`config.mk`:
```
export PLATFORM = sky130hd
export DESIGN_NAME = sha256_stream_hasher_flat
export DESIGN_NICKNAME = d
export VERILOG_FILES = /design/src/shs_pkg.sv /design/src/shs_if.sv /design/src/sha256_stream_hasher.sv /design/src/shs_front.sv /design/src/shs_fifo.sv /design/src/shs_core.sv /design/src/flat_wrapper.sv
export SDC_FILE = /design/constraint.sdc
export NUM_CORES = 2
export LEC_CHECK = 0
export ABC_AREA = 0
export BUFFER_PORTS_ARGS = -buffer_cell sky130_fd_sc_hd__buf_2
export CAP_MARGIN = 10
export CORE_MARGIN = 3
export CORE_UTILIZATION = 30
export CTS_CLUSTER_DIAMETER = 40
export DETAILED_ROUTE_END_ITERATION = 16
export SYNTH_ARGS = -nofsm -noshare
export SYNTH_HDL_FRONTEND = slang
export SYNTH_HIERARCHICAL = 1
export SYNTH_SLANG_ARGS = --single-unit
```
`constraint.sdc`:
```
create_clock -name clock -period 38.9 [get_ports clock]
set_input_delay 9.725 -clock clock [delete_from_list [all_inputs] [get_ports clock]]
set_output_delay 9.725 -clock clock [all_outputs]
set_load 0.005 [all_outputs]
```
`src/shs_pkg.sv`:
```
// shs_pkg: shared constants, tables, types and round functions for the SHA-256 stream hasher.
// No dependencies; compiled first.
package shs_pkg;

   localparam int BLOCK_WORDS  = 16;
   localparam int ROUNDS       = 64;
   localparam int DIGEST_WORDS = 8;
   localparam int ROUND_W      = $clog2(ROUNDS);
   localparam int LOAD_W       = $clog2(BLOCK_WORDS);
   localparam int DIGEST_W     = $clog2(DIGEST_WORDS);

   // word queue between front and core; depth must be a power of two
   localparam int FIFO_DEPTH = 16;
   localparam int FIFO_AW    = $clog2(FIFO_DEPTH);
   localparam int FIFO_CW    = $clog2(FIFO_DEPTH + 1);

   localparam logic [7:0]          PAD_BYTE    = 8'h80;
   localparam logic [LOAD_W-1:0]   LEN_HI_WORD = LOAD_W'(14);

   localparam logic [31:0] ROUND_K [ROUNDS] = '{
      32'h428a2f98, 32'h71374491, 32'hb5c0fbcf, 32'he9b5dba5,
      32'h3956c25b, 32'h59f111f1, 32'h923f82a4, 32'hab1c5ed5,
      32'hd807aa98, 32'h12835b01, 32'h243185be, 32'h550c7dc3,
      32'h72be5d74, 32'h80deb1fe, 32'h9bdc06a7, 32'hc19bf174,
      32'he49b69c1, 32'hefbe4786, 32'h0fc19dc6, 32'h240ca1cc,
      32'h2de92c6f, 32'h4a7484aa, 32'h5cb0a9dc, 32'h76f988da,
      32'h983e5152, 32'ha831c66d, 32'hb00327c8, 32'hbf597fc7,
      32'hc6e00bf3, 32'hd5a79147, 32'h06ca6351, 32'h14292967,
      32'h27b70a85, 32'h2e1b2138, 32'h4d2c6dfc, 32'h53380d13,
      32'h650a7354, 32'h766a0abb, 32'h81c2c92e, 32'h92722c85,
      32'ha2bfe8a1, 32'ha81a664b, 32'hc24b8b70, 32'hc76c51a3,
      32'hd192e819, 32'hd6990624, 32'hf40e3585, 32'h106aa070,
      32'h19a4c116, 32'h1e376c08, 32'h2748774c, 32'h34b0bcb5,
      32'h391c0cb3, 32'h4ed8aa4a, 32'h5b9cca4f, 32'h682e6ff3,
      32'h748f82ee, 32'h78a5636f, 32'h84c87814, 32'h8cc70208,
      32'h90befffa, 32'ha4506ceb, 32'hbef9a3f7, 32'hc67178f2
   };

   localparam logic [31:0] INIT_HASH [DIGEST_WORDS] = '{
      32'h6a09e667, 32'hbb67ae85, 32'h3c6ef372, 32'ha54ff53a,
      32'h510e527f, 32'h9b05688c, 32'h1f83d9ab, 32'h5be0cd19
   };

   // one schedule word on its way from front to core
   typedef struct packed {
      logic        last_blk;   // final word of the final block of a message
      logic [31:0] word;
   } word_entry_type;

   typedef enum logic [2:0] {
      F_DATA,
      F_PAD_FIRST,
      F_PAD_ZERO,
      F_LEN_HI,
      F_LEN_LO
   } front_state_type;

   typedef enum logic [1:0] {
      C_LOAD,
      C_ROUND,
      C_UPDATE,
      C_OUT
   } core_state_type;

   function automatic logic [31:0] big_sigma0(input logic [31:0] x);
      big_sigma0 = {x[1:0], x[31:2]} ^ {x[12:0], x[31:13]} ^ {x[21:0], x[31:22]};
   endfunction

   function automatic logic [31:0] big_sigma1(input logic [31:0] x);
      big_sigma1 = {x[5:0], x[31:6]} ^ {x[10:0], x[31:11]} ^ {x[24:0], x[31:25]};
   endfunction

   function automatic logic [31:0] small_sigma0(input logic [31:0] x);
      small_sigma0 = {x[6:0], x[31:7]} ^ {x[17:0], x[31:18]} ^ {3'b000, x[31:3]};
   endfunction

   function automatic logic [31:0] small_sigma1(input logic [31:0] x);
      small_sigma1 = {x[16:0], x[31:17]} ^ {x[18:0], x[31:19]} ^ {10'b0, x[31:10]};
   endfunction

endpackage

```
`src/shs_if.sv`:
```
// shs_req_if / shs_rsp_if: valid/ready channel interfaces of the SHA-256 stream hasher.
// No dependencies.
interface shs_req_if;
   logic       valid;
   logic       ready;
   logic [7:0] message_byte;
   logic       byte_present;
   logic       end_of_message;

   modport source (output valid, output message_byte, output byte_present,
                   output end_of_message, input ready);
   modport sink   (input valid, input message_byte, input byte_present,
                   input end_of_message, output ready);
endinterface

interface shs_rsp_if;
   logic        valid;
   logic        ready;
   logic [31:0] digest_word;
   logic [2:0]  word_index;
   logic        last_word;

   modport source (output valid, output digest_word, output word_index,
                   output last_word, input ready);
   modport sink   (input valid, input digest_word, input word_index,
                   input last_word, output ready);
endinterface

```
`src/sha256_stream_hasher.sv`:
```
// sha256_stream_hasher: top level of the SHA-256 byte stream hasher.
// Depends on shs_pkg, shs_if, shs_front, shs_fifo and shs_core.
//
// Use:
//  - req_chan (valid/ready) carries one transaction per cycle at most: an optional
//    message byte (byte_present) and an optional end_of_message mark. A transaction
//    with neither is taken and ignored. An empty message is a lone end mark.
//  - rsp_chan (valid/ready) returns the eight digest words of each message,
//    word_index 0 (most significant) first, last_word set on word 7.
// Structure: the front packs bytes into big-endian words and appends the 0x80,
//  zero and 64-bit bit-length padding; a 16-entry word queue sits between it and
//  the compression core, which loads 16 words and then runs one round per cycle.
// Throughput: one byte per cycle while the queue has room. The core handles each
//  64-byte block as 16 word loads, 64 rounds and a state add; it takes words from
//  the queue only while loading.
// Padding: after the end transaction the front pushes one padding word per cycle
//  while the queue has room (up to 18 words when an extra block is needed); the
//  core then compresses each outstanding block before the first digest word appears.
// While padding, req_chan.ready stays low. If the receiver stalls rsp_chan the
//  digest word holds; the front keeps taking bytes of the next message until
//  the queue is full.
// Reset (synchronous, active high) restores the initial hash values, clears the
//  byte count and empties the queue.
module sha256_stream_hasher (
   input  logic      clock,
   input  logic      reset,
   shs_req_if.sink   req_chan,
   shs_rsp_if.source rsp_chan
);

   logic                    push_valid;
   logic                    push_ready;
   shs_pkg::word_entry_type push_entry;
   logic                    pop_valid;
   logic                    pop_ready;
   shs_pkg::word_entry_type pop_entry;

   // byte packing and padding
   shs_front u_front (
      .clock      (clock),
      .reset      (reset),
      .req_chan   (req_chan),
      .push_valid (push_valid),
      .push_ready (push_ready),
      .push_entry (push_entry)
   );

   // word queue lets the front keep going while the core compresses
   shs_fifo u_fifo (
      .clock      (clock),
      .reset      (reset),
      .push_valid (push_valid),
      .push_entry (push_entry),
      .push_ready (push_ready),
      .pop_valid  (pop_valid),
      .pop_entry  (pop_entry),
      .pop_ready  (pop_ready)
   );

   // compression rounds and digest output
   shs_core u_core (
      .clock     (clock),
      .reset     (reset),
      .pop_valid (pop_valid),
      .pop_entry (pop_entry),
      .pop_ready (pop_ready),
      .rsp_chan  (rsp_chan)
   );

endmodule

```
`src/shs_front.sv`:
```
// shs_front: takes byte transactions, packs big-endian words and generates the padding.
// Depends on shs_pkg and shs_req_if.
module shs_front (
   input  logic                    clock,
   input  logic                    reset,
   shs_req_if.sink                 req_chan,
   output logic                    push_valid,
   input  logic                    push_ready,
   output shs_pkg::word_entry_type push_entry
);

   shs_pkg::front_state_type state_ff, state_in;
   logic [63:0] count_ff, count_in;
   logic [23:0] acc_ff, acc_in;
   logic [3:0]  pad_pos_ff, pad_pos_in;
   logic        take;
   logic [3:0]  first_next;
   logic [31:0] pad_word;
   logic [31:0] acc_word;

   assign req_chan.ready = (state_ff == shs_pkg::F_DATA) && push_ready;
   assign take           = req_chan.valid && req_chan.ready;
   assign first_next     = count_ff[5:2] + 4'd1;
   assign acc_word       = {acc_ff, 8'h00};

   // bytes already held, then 0x80, then zeros
   always_comb begin
      for (int j = 0; j < 4; j++) begin
         if (2'(j) < count_ff[1:0]) begin
            pad_word[31-8*j -: 8] = acc_word[31-8*j -: 8];
         end else if (2'(j) == count_ff[1:0]) begin
            pad_word[31-8*j -: 8] = shs_pkg::PAD_BYTE;
         end else begin
            pad_word[31-8*j -: 8] = 8'h00;
         end
      end
   end

   // next state
   always_comb begin
      state_in = state_ff;
      case (state_ff)
         shs_pkg::F_DATA: begin
            if (take && req_chan.end_of_message) begin
               state_in = shs_pkg::F_PAD_FIRST;
            end
         end
         shs_pkg::F_PAD_FIRST: begin
            if (push_ready) begin
               state_in = (first_next == shs_pkg::LEN_HI_WORD) ? shs_pkg::F_LEN_HI
                                                              : shs_pkg::F_PAD_ZERO;
            end
         end
         shs_pkg::F_PAD_ZERO: begin
            if (push_ready && (pad_pos_ff + 4'd1 == shs_pkg::LEN_HI_WORD)) begin
               state_in = shs_pkg::F_LEN_HI;
            end
         end
         shs_pkg::F_LEN_HI: begin
            if (push_ready) begin
               state_in = shs_pkg::F_LEN_LO;
            end
         end
         shs_pkg::F_LEN_LO: begin
            if (push_ready) begin
               state_in = shs_pkg::F_DATA;
            end
         end
         default: state_in = shs_pkg::F_DATA;
      endcase
   end

   // outputs towards the queue
   always_comb begin
      push_valid          = 1'b0;
      push_entry.last_blk = 1'b0;
      push_entry.word     = 32'h0;
      case (state_ff)
         shs_pkg::F_DATA: begin
            push_valid      = take && req_chan.byte_present && (count_ff[1:0] == 2'd3);
            push_entry.word = {acc_ff, req_chan.message_byte};
         end
         shs_pkg::F_PAD_FIRST: begin
            push_valid      = 1'b1;
            push_entry.word = pad_word;
         end
         shs_pkg::F_PAD_ZERO: begin
            push_valid = 1'b1;
         end
         shs_pkg::F_LEN_HI: begin
            push_valid      = 1'b1;
            push_entry.word = count_ff[60:29];
         end
         shs_pkg::F_LEN_LO: begin
            push_valid          = 1'b1;
            push_entry.word     = {count_ff[28:0], 3'b000};
            push_entry.last_blk = 1'b1;
         end
         default: push_valid = 1'b0;
      endcase
   end

   // byte count, partial word and pad position
   always_comb begin
      count_in   = count_ff;
      acc_in     = acc_ff;
      pad_pos_in = pad_pos_ff;
      case (state_ff)
         shs_pkg::F_DATA: begin
            if (take && req_chan.byte_present) begin
               count_in = count_ff + 64'd1;
               case (count_ff[1:0])
                  2'd0:    acc_in[23:16] = req_chan.message_byte;
                  2'd1:    acc_in[15:8]  = req_chan.message_byte;
                  2'd2:    acc_in[7:0]   = req_chan.message_byte;
                  default: acc_in        = acc_ff;
               endcase
            end
         end
         shs_pkg::F_PAD_FIRST: begin
            pad_pos_in = first_next;
         end
         shs_pkg::F_PAD_ZERO: begin
            if (push_ready) begin
               pad_pos_in = pad_pos_ff + 4'd1;
            end
         end
         shs_pkg::F_LEN_LO: begin
            if (push_ready) begin
               count_in = 64'd0;
            end
         end
         default: count_in = count_ff;
      endcase
   end

   always_ff @(posedge clock) begin
      if (reset) begin
         state_ff <= shs_pkg::F_DATA;
         count_ff <= 64'd0;
      end else begin
         state_ff <= state_in;
         count_ff <= count_in;
      end
   end

   always_ff @(posedge clock) begin
      acc_ff     <= acc_in;
      pad_pos_ff <= pad_pos_in;
   end

endmodule

```
`src/shs_fifo.sv`:
```
// shs_fifo: short word queue that decouples the front from the compression core.
// Depends on shs_pkg.
module shs_fifo (
   input  logic                    clock,
   input  logic                    reset,
   input  logic                    push_valid,
   input  shs_pkg::word_entry_type push_entry,
   output logic                    push_ready,
   output logic                    pop_valid,
   output shs_pkg::word_entry_type pop_entry,
   input  logic                    pop_ready
);

   shs_pkg::word_entry_type slot_ff [shs_pkg::FIFO_DEPTH];
   logic [shs_pkg::FIFO_AW-1:0] wr_ptr_ff, wr_ptr_in;
   logic [shs_pkg::FIFO_AW-1:0] rd_ptr_ff, rd_ptr_in;
   logic [shs_pkg::FIFO_CW-1:0] fill_ff, fill_in;
   logic do_push, do_pop;

   assign push_ready = (fill_ff != shs_pkg::FIFO_CW'(shs_pkg::FIFO_DEPTH));
   assign pop_valid  = (fill_ff != '0);
   assign pop_entry  = slot_ff[rd_ptr_ff];
   assign do_push    = push_valid && push_ready;
   assign do_pop     = pop_valid && pop_ready;

   always_comb begin
      wr_ptr_in = do_push ? wr_ptr_ff + 1'b1 : wr_ptr_ff;
      rd_ptr_in = do_pop  ? rd_ptr_ff + 1'b1 : rd_ptr_ff;
      fill_in   = fill_ff;
      if (do_push && !do_pop) begin
         fill_in = fill_ff + 1'b1;
      end else if (do_pop && !do_push) begin
         fill_in = fill_ff - 1'b1;
      end
   end

   always_ff @(posedge clock) begin
      if (reset) begin
         wr_ptr_ff <= '0;
         rd_ptr_ff <= '0;
         fill_ff   <= '0;
      end else begin
         wr_ptr_ff <= wr_ptr_in;
         rd_ptr_ff <= rd_ptr_in;
         fill_ff   <= fill_in;
      end
   end

   always_ff @(posedge clock) begin
      if (do_push) begin
         slot_ff[wr_ptr_ff] <= push_entry;
      end
   end

endmodule

```
`src/shs_core.sv`:
```
// shs_core: 16-word schedule window, one compression round per cycle, digest output.
// Depends on shs_pkg and shs_rsp_if.
module shs_core (
   input  logic                    clock,
   input  logic                    reset,
   input  logic                    pop_valid,
   input  shs_pkg::word_entry_type pop_entry,
   output logic                    pop_ready,
   shs_rsp_if.source               rsp_chan
);

   shs_pkg::core_state_type state_ff, state_in;
   logic [31:0] hash_ff  [shs_pkg::DIGEST_WORDS];
   logic [31:0] hash_in  [shs_pkg::DIGEST_WORDS];
   logic [31:0] work_ff  [shs_pkg::DIGEST_WORDS];
   logic [31:0] work_in  [shs_pkg::DIGEST_WORDS];
   logic [31:0] sched_ff [shs_pkg::BLOCK_WORDS];
   logic [31:0] sched_in [shs_pkg::BLOCK_WORDS];
   logic [shs_pkg::LOAD_W-1:0]   load_cnt_ff, load_cnt_in;
   logic [shs_pkg::ROUND_W-1:0]  round_ff, round_in;
   logic [shs_pkg::DIGEST_W-1:0] out_idx_ff, out_idx_in;
   logic        last_blk_ff, last_blk_in;
   logic        do_pop, do_send, load_done, rounds_done, out_done;
   logic [31:0] t1, t2, ch, maj, sched_new;

   assign do_pop      = pop_valid && pop_ready;
   assign do_send     = rsp_chan.valid && rsp_chan.ready;
   assign load_done   = do_pop && (load_cnt_ff == shs_pkg::LOAD_W'(shs_pkg::BLOCK_WORDS - 1));
   assign rounds_done = (round_ff == shs_pkg::ROUND_W'(shs_pkg::ROUNDS - 1));
   assign out_done    = do_send && (out_idx_ff == shs_pkg::DIGEST_W'(shs_pkg::DIGEST_WORDS - 1));

   // round datapath: work_ff holds a..h, sched_ff[0] is this round's W
   assign ch  = (work_ff[4] & work_ff[5]) ^ (~work_ff[4] & work_ff[6]);
   assign maj = (work_ff[0] & work_ff[1]) ^ (work_ff[0] & work_ff[2])
              ^ (work_ff[1] & work_ff[2]);
   assign t1  = work_ff[7] + shs_pkg::big_sigma1(work_ff[4]) + ch
              + shs_pkg::ROUND_K[round_ff] + sched_ff[0];
   assign t2  = shs_pkg::big_sigma0(work_ff[0]) + maj;
   assign sched_new = shs_pkg::small_sigma1(sched_ff[14]) + sched_ff[9]
                    + shs_pkg::small_sigma0(sched_ff[1]) + sched_ff[0];

   // next state
   always_comb begin
      state_in = state_ff;
      case (state_ff)
         shs_pkg::C_LOAD:   if (load_done)   state_in = shs_pkg::C_ROUND;
         shs_pkg::C_ROUND:  if (rounds_done) state_in = shs_pkg::C_UPDATE;
         shs_pkg::C_UPDATE: state_in = last_blk_ff ? shs_pkg::C_OUT : shs_pkg::C_LOAD;
         shs_pkg::C_OUT:    if (out_done)    state_in = shs_pkg::C_LOAD;
         default:           state_in = shs_pkg::C_LOAD;
      endcase
   end

   // outputs
   always_comb begin
      pop_ready            = 1'b0;
      rsp_chan.valid       = 1'b0;
      case (state_ff)
         shs_pkg::C_LOAD: pop_ready      = 1'b1;
         shs_pkg::C_OUT:  rsp_chan.valid = 1'b1;
         default:         pop_ready      = 1'b0;
      endcase
   end

   assign rsp_chan.digest_word = hash_ff[out_idx_ff];
   assign rsp_chan.word_index  = out_idx_ff;
   assign rsp_chan.last_word   = (out_idx_ff == shs_pkg::DIGEST_W'(shs_pkg::DIGEST_WORDS - 1));

   // datapath next values
   always_comb begin
      hash_in     = hash_ff;
      work_in     = work_ff;
      sched_in    = sched_ff;
      load_cnt_in = load_cnt_ff;
      round_in    = round_ff;
      out_idx_in  = out_idx_ff;
      last_blk_in = last_blk_ff;
      case (state_ff)
         shs_pkg::C_LOAD: begin
            if (do_pop) begin
               for (int i = 0; i < shs_pkg::BLOCK_WORDS - 1; i++) begin
                  sched_in[i] = sched_ff[i+1];
               end
               sched_in[shs_pkg::BLOCK_WORDS-1] = pop_entry.word;
               load_cnt_in = load_cnt_ff + 1'b1;
               if (load_done) begin
                  work_in     = hash_ff;
                  round_in    = '0;
                  last_blk_in = pop_entry.last_blk;
               end
            end
         end
         shs_pkg::C_ROUND: begin
            for (int i = 0; i < shs_pkg::BLOCK_WORDS - 1; i++) begin
               sched_in[i] = sched_ff[i+1];
            end
            sched_in[shs_pkg::BLOCK_WORDS-1] = sched_new;
            work_in[7] = work_ff[6];
            work_in[6] = work_ff[5];
            work_in[5] = work_ff[4];
            work_in[4] = work_ff[3] + t1;
            work_in[3] = work_ff[2];
            work_in[2] = work_ff[1];
            work_in[1] = work_ff[0];
            work_in[0] = t1 + t2;
            round_in   = round_ff + 1'b1;
         end
         shs_pkg::C_UPDATE: begin
            for (int i = 0; i < shs_pkg::DIGEST_WORDS; i++) begin
               hash_in[i] = hash_ff[i] + work_ff[i];
            end
            out_idx_in = '0;
         end
         shs_pkg::C_OUT: begin
            if (do_send) begin
               out_idx_in = out_idx_ff + 1'b1;
               if (out_done) begin
                  hash_in = shs_pkg::INIT_HASH;
               end
            end
         end
         default: round_in = round_ff;
      endcase
   end

   always_ff @(posedge clock) begin
      if (reset) begin
         state_ff    <= shs_pkg::C_LOAD;
         hash_ff     <= shs_pkg::INIT_HASH;
         load_cnt_ff <= '0;
         out_idx_ff  <= '0;
      end else begin
         state_ff    <= state_in;
         hash_ff     <= hash_in;
         load_cnt_ff <= load_cnt_in;
         out_idx_ff  <= out_idx_in;
      end
   end

   always_ff @(posedge clock) begin
      work_ff     <= work_in;
      sched_ff    <= sched_in;
      round_ff    <= round_in;
      last_blk_ff <= last_blk_in;
   end

endmodule

```
`src/flat_wrapper.sv`:
```
// flat-port wrapper written by rule: the top's interface ports become plain ports
module sha256_stream_hasher_flat 
  (clock, reset, req_chan_valid, req_chan_message_byte, req_chan_byte_present, req_chan_end_of_message, req_chan_ready, rsp_chan_valid, rsp_chan_digest_word, rsp_chan_word_index, rsp_chan_last_word, rsp_chan_ready);
  shs_req_if req_chan_i ();
  shs_rsp_if rsp_chan_i ();
  input  logic clock;
  input  logic reset;
  input wire logic [$bits(req_chan_i.valid)-1:0] req_chan_valid;
  input wire logic [$bits(req_chan_i.message_byte)-1:0] req_chan_message_byte;
  input wire logic [$bits(req_chan_i.byte_present)-1:0] req_chan_byte_present;
  input wire logic [$bits(req_chan_i.end_of_message)-1:0] req_chan_end_of_message;
  output wire logic [$bits(req_chan_i.ready)-1:0] req_chan_ready;
  output wire logic [$bits(rsp_chan_i.valid)-1:0] rsp_chan_valid;
  output wire logic [$bits(rsp_chan_i.digest_word)-1:0] rsp_chan_digest_word;
  output wire logic [$bits(rsp_chan_i.word_index)-1:0] rsp_chan_word_index;
  output wire logic [$bits(rsp_chan_i.last_word)-1:0] rsp_chan_last_word;
  input wire logic [$bits(rsp_chan_i.ready)-1:0] rsp_chan_ready;
  assign req_chan_i.valid = req_chan_valid;
  assign req_chan_i.message_byte = req_chan_message_byte;
  assign req_chan_i.byte_present = req_chan_byte_present;
  assign req_chan_i.end_of_message = req_chan_end_of_message;
  assign req_chan_ready = req_chan_i.ready;
  assign rsp_chan_valid = rsp_chan_i.valid;
  assign rsp_chan_digest_word = rsp_chan_i.digest_word;
  assign rsp_chan_word_index = rsp_chan_i.word_index;
  assign rsp_chan_last_word = rsp_chan_i.last_word;
  assign rsp_chan_i.ready = rsp_chan_ready;
  sha256_stream_hasher u_core (.clock(clock), .reset(reset), .req_chan(req_chan_i), .rsp_chan(rsp_chan_i));
endmodule
```
==> metrics.md <==
| Metric | Value |
|---|---|
| Top cell type's share of synthesized area | `44.0%` |
| Total clock sinks | `1677` |
| Starting Density | `30.2%` |
| Dominant synthesized flop cell | `edfxtp_1` |
| Setup repair after global routing missed its margin | `no` |
| Vias in the first global route | `61.8k` |
| Final #Nets | `8562` |
| Post-CTS setup buffer count | `0` |
| XOR/XNOR share of the synthesized area | `5.85%` |
| Status | `finished clean` |
| Kind of end point of the critical path | `output pin` |
| Final wirelength | `271000 um` |
| Hold Path Class | `reg2reg` |
| GP Congestion | `0.949` |
| CTS tree | `done` |
| Post-Layout Cell Count | `12.1k` |
| Post-synth top area cell | `edfxtp_1` |
| Hold Vio Cnt, Final | `0` |
| Post-synth ARST share | `0%` |
| Clk buf depth | `4` |
| Routed Antenna Nets | `0` |
| Register area share after synthesis | `51.6%` |
| Final min period | `13390 ps` |
| Post-synthesis adder-cell area fraction | `10.4%` |
| Max Fanout on Critical Path | `37` |
| Largest family of logic cells by synthesized area | `compound AO/OA/AOI/OAI gates` |
| Setup CP Type | `reg2out` |
| Via count | `63.9k` |
| Number of antenna violations at the first check in global routing | `5` |
| Port-buffer cells | `51` |
| Fmax | `74.7 MHz` |
| Syn avg cell area | `11.5 um^2` |
| Synth top cells by count | `edfxtp_1 (1331), nand2_1 (1157), nor2_1 (444)` |
| HPWL after DPL | `189000 um` |
| Slew margin rel. | `16.9%` |
| Seq cells post-synth | `1677` |
| Post-synth net total | `8550` |
| Area growth, synth to finish | `14.4%` |
| Detailed Routing Iterations Pass 1 | `6` |
| DR vias/cell | `5.28` |
| TritonCTS buffer count | `241` |
| Critical path data arrival time | `3660 ps` |
| Total negative slack | `0 ps` |
| Die height | `556 um` |
| Multiplexer area fraction after synthesis | `5.82%` |
| Die area | `0.310 mm^2` |
| Netlist area before placement | `0.0909 mm^2` |
| Final core utilization | `34.6%` |
| Num ports | `52` |
| Setup Skew | `119 ps` |
| EDFF count, synth | `1331` |
| Dpl cells | `11.6k` |
| Startpoint types | `flip-flop` |
| Period utilization | `34.4%` |
| Largest net degree at the start of global routing | `176` |
| Cells after synthesis | `7921` |
| DRC viols | `0` |
| Worst-skew pair later-pin latency | `900 ps` |
| Clock Pin Slew Worst Setup and Hold Paths | `60 ps` |
| Final Max Tran Viols | `0` |
| Wire length per cell | `22.4 um` |
| Core box area | `0.301 mm^2` |
| Post_cts resized | `0` |
| Data required, critical path | `29170 ps` |
| Most frequent cell after synthesis | `edfxtp_1` |
| Compound-Gate Fraction of Synth Area | `11.8%` |
| Max Cap Viol | `0` |
| GRT overflow | `0` |
| Die width | `556 um` |
| Root Driver | `clkbuf_16` |
| Least-Margin Pin Slew | `1230 ps` |
| # rows | `201` |
| Gr usage total | `17.0%` |
| Ys Warns | `6` |
| Global-route wire length before repair | `404000 um` |
| Library cells used by synthesis | `102` |
| Ranking of synthesized cells by area | `edfxtp_1 (44%), dfxtp_1 (7.6%), ha_1 (5.8%)` |
| Hold-fix buffers, CTS | `0` |
| Setup violators final | `0` |
| Clock H-tree levels | `4` |
| Synth Area in Simple Gates | `11.3%` |
| Share of layout cells above drive strength 1 | `10.9%` |
| Initial DRC count | `6625` |
| Hold slack | `376 ps` |
[through the flow]
step	area [um^2]	worst slack, ps
4_1_cts	104000	25360
3_5_place_dp	95600	25720
5_1_grt	104000	25260
6_report	104000	25510
3_3_place_gp	95600	25690
2_1_floorplan	90900	11140
[layout make-up]
| cell class | count | area, um^2 |
|---|---|---|
| antenna | 5 | 12.5 |
| clock buffer | 274 | 6340 |
| fill | 29500 | 197000 |
| clock inverter | 171 | 2060 |
| inverter | 361 | 1360 |
| multi-input combinational | 5501 | 41300 |
| tap | 3958 | 4950 |
| timing repair buffer | 151 | 1060 |
| sequential | 1677 | 46900 |
[flip-flops by register name, indices dropped and copies added, names as in the netlist, 5 cells and up, named ones only]
register / flops
u_core/u_fifo/slot_ff: 528
u_core/u_core/work_ff: 256
u_core/u_front/acc_ff: 24
u_core/u_core/hash_ff: 256
u_core/u_core/round_ff: 6
u_core/u_front/count_ff: 61
u_core/u_fifo/fill_ff: 5
u_core/u_core/sched_ff: 512
[placed cells by master, fill, tap and decap left out, types with 96 or more instances in the layout]
| cell | instances |
|---|---|
| a21o_1 | 150 |
| xor2_1 | 212 |
| a22oi_1 | 159 |
| a21oi_1 | 419 |
| dfxtp_1 | 341 |
| fa_1 | 197 |
| nand2b_1 | 141 |
| inv_1 | 357 |
| o21ai_0 | 391 |
| xnor2_1 | 386 |
| edfxtp_1 | 1331 |
| clkbuf_16 | 247 |
| nand3_1 | 124 |
| buf_4 | 96 |
| ha_1 | 418 |
| nand2_1 | 1155 |
| nor2_1 | 428 |
| mux4_2 | 202 |
[layer usage]
layer  share of wire [%]  global-route usage (%)
met4                 2.9                    4.97
met2                  46                    27.1
met3                 7.4                    2.74
met5                   0                       0
met1                  44                    23.8
[worst max-delay path, stage by stage (launching register included)]
cell and delay, ps:
dfxtp_4 830, buf_4 760, mux4_2 600, nand2_1 140, nand2_1 220, buf_2 200
[worst paths after layout]
| path | end | from | cells past startpoint | slack, ps |
|---|---|---|---|---|
| max | rsp_chan_digest_word[14] | u_core/u_core/rsp_chan.word_index[0] | 5 | 25510 |
| min | u_core/u_core/sched_ff[425] | u_core/u_core/sched_ff[393] | 0 | 380 |
| max reg2reg | u_core/u_core/work_ff[255] | u_core/u_core/round_ff[0] | 32 | 28860 |
| min reg2reg | u_core/u_core/sched_ff[425] | u_core/u_core/sched_ff[393] | 0 | 380 |
[cell families (layout without fill, tap and decap cells)]
family | after synthesis | in the layout
simple gates | 2293 | 2293
buf+inv | 743 | 957
fa+ha+maj | 646 | 646
mux | 272 | 272
flops | 1677 | 1677
other cells | 0 | 5
xor+xnor | 602 | 602
compound gates | 1688 | 1688
Power is left out: the tool's default activity adds up to more than one toggle a clock period on the data nets, which glitch-free logic cannot reach.
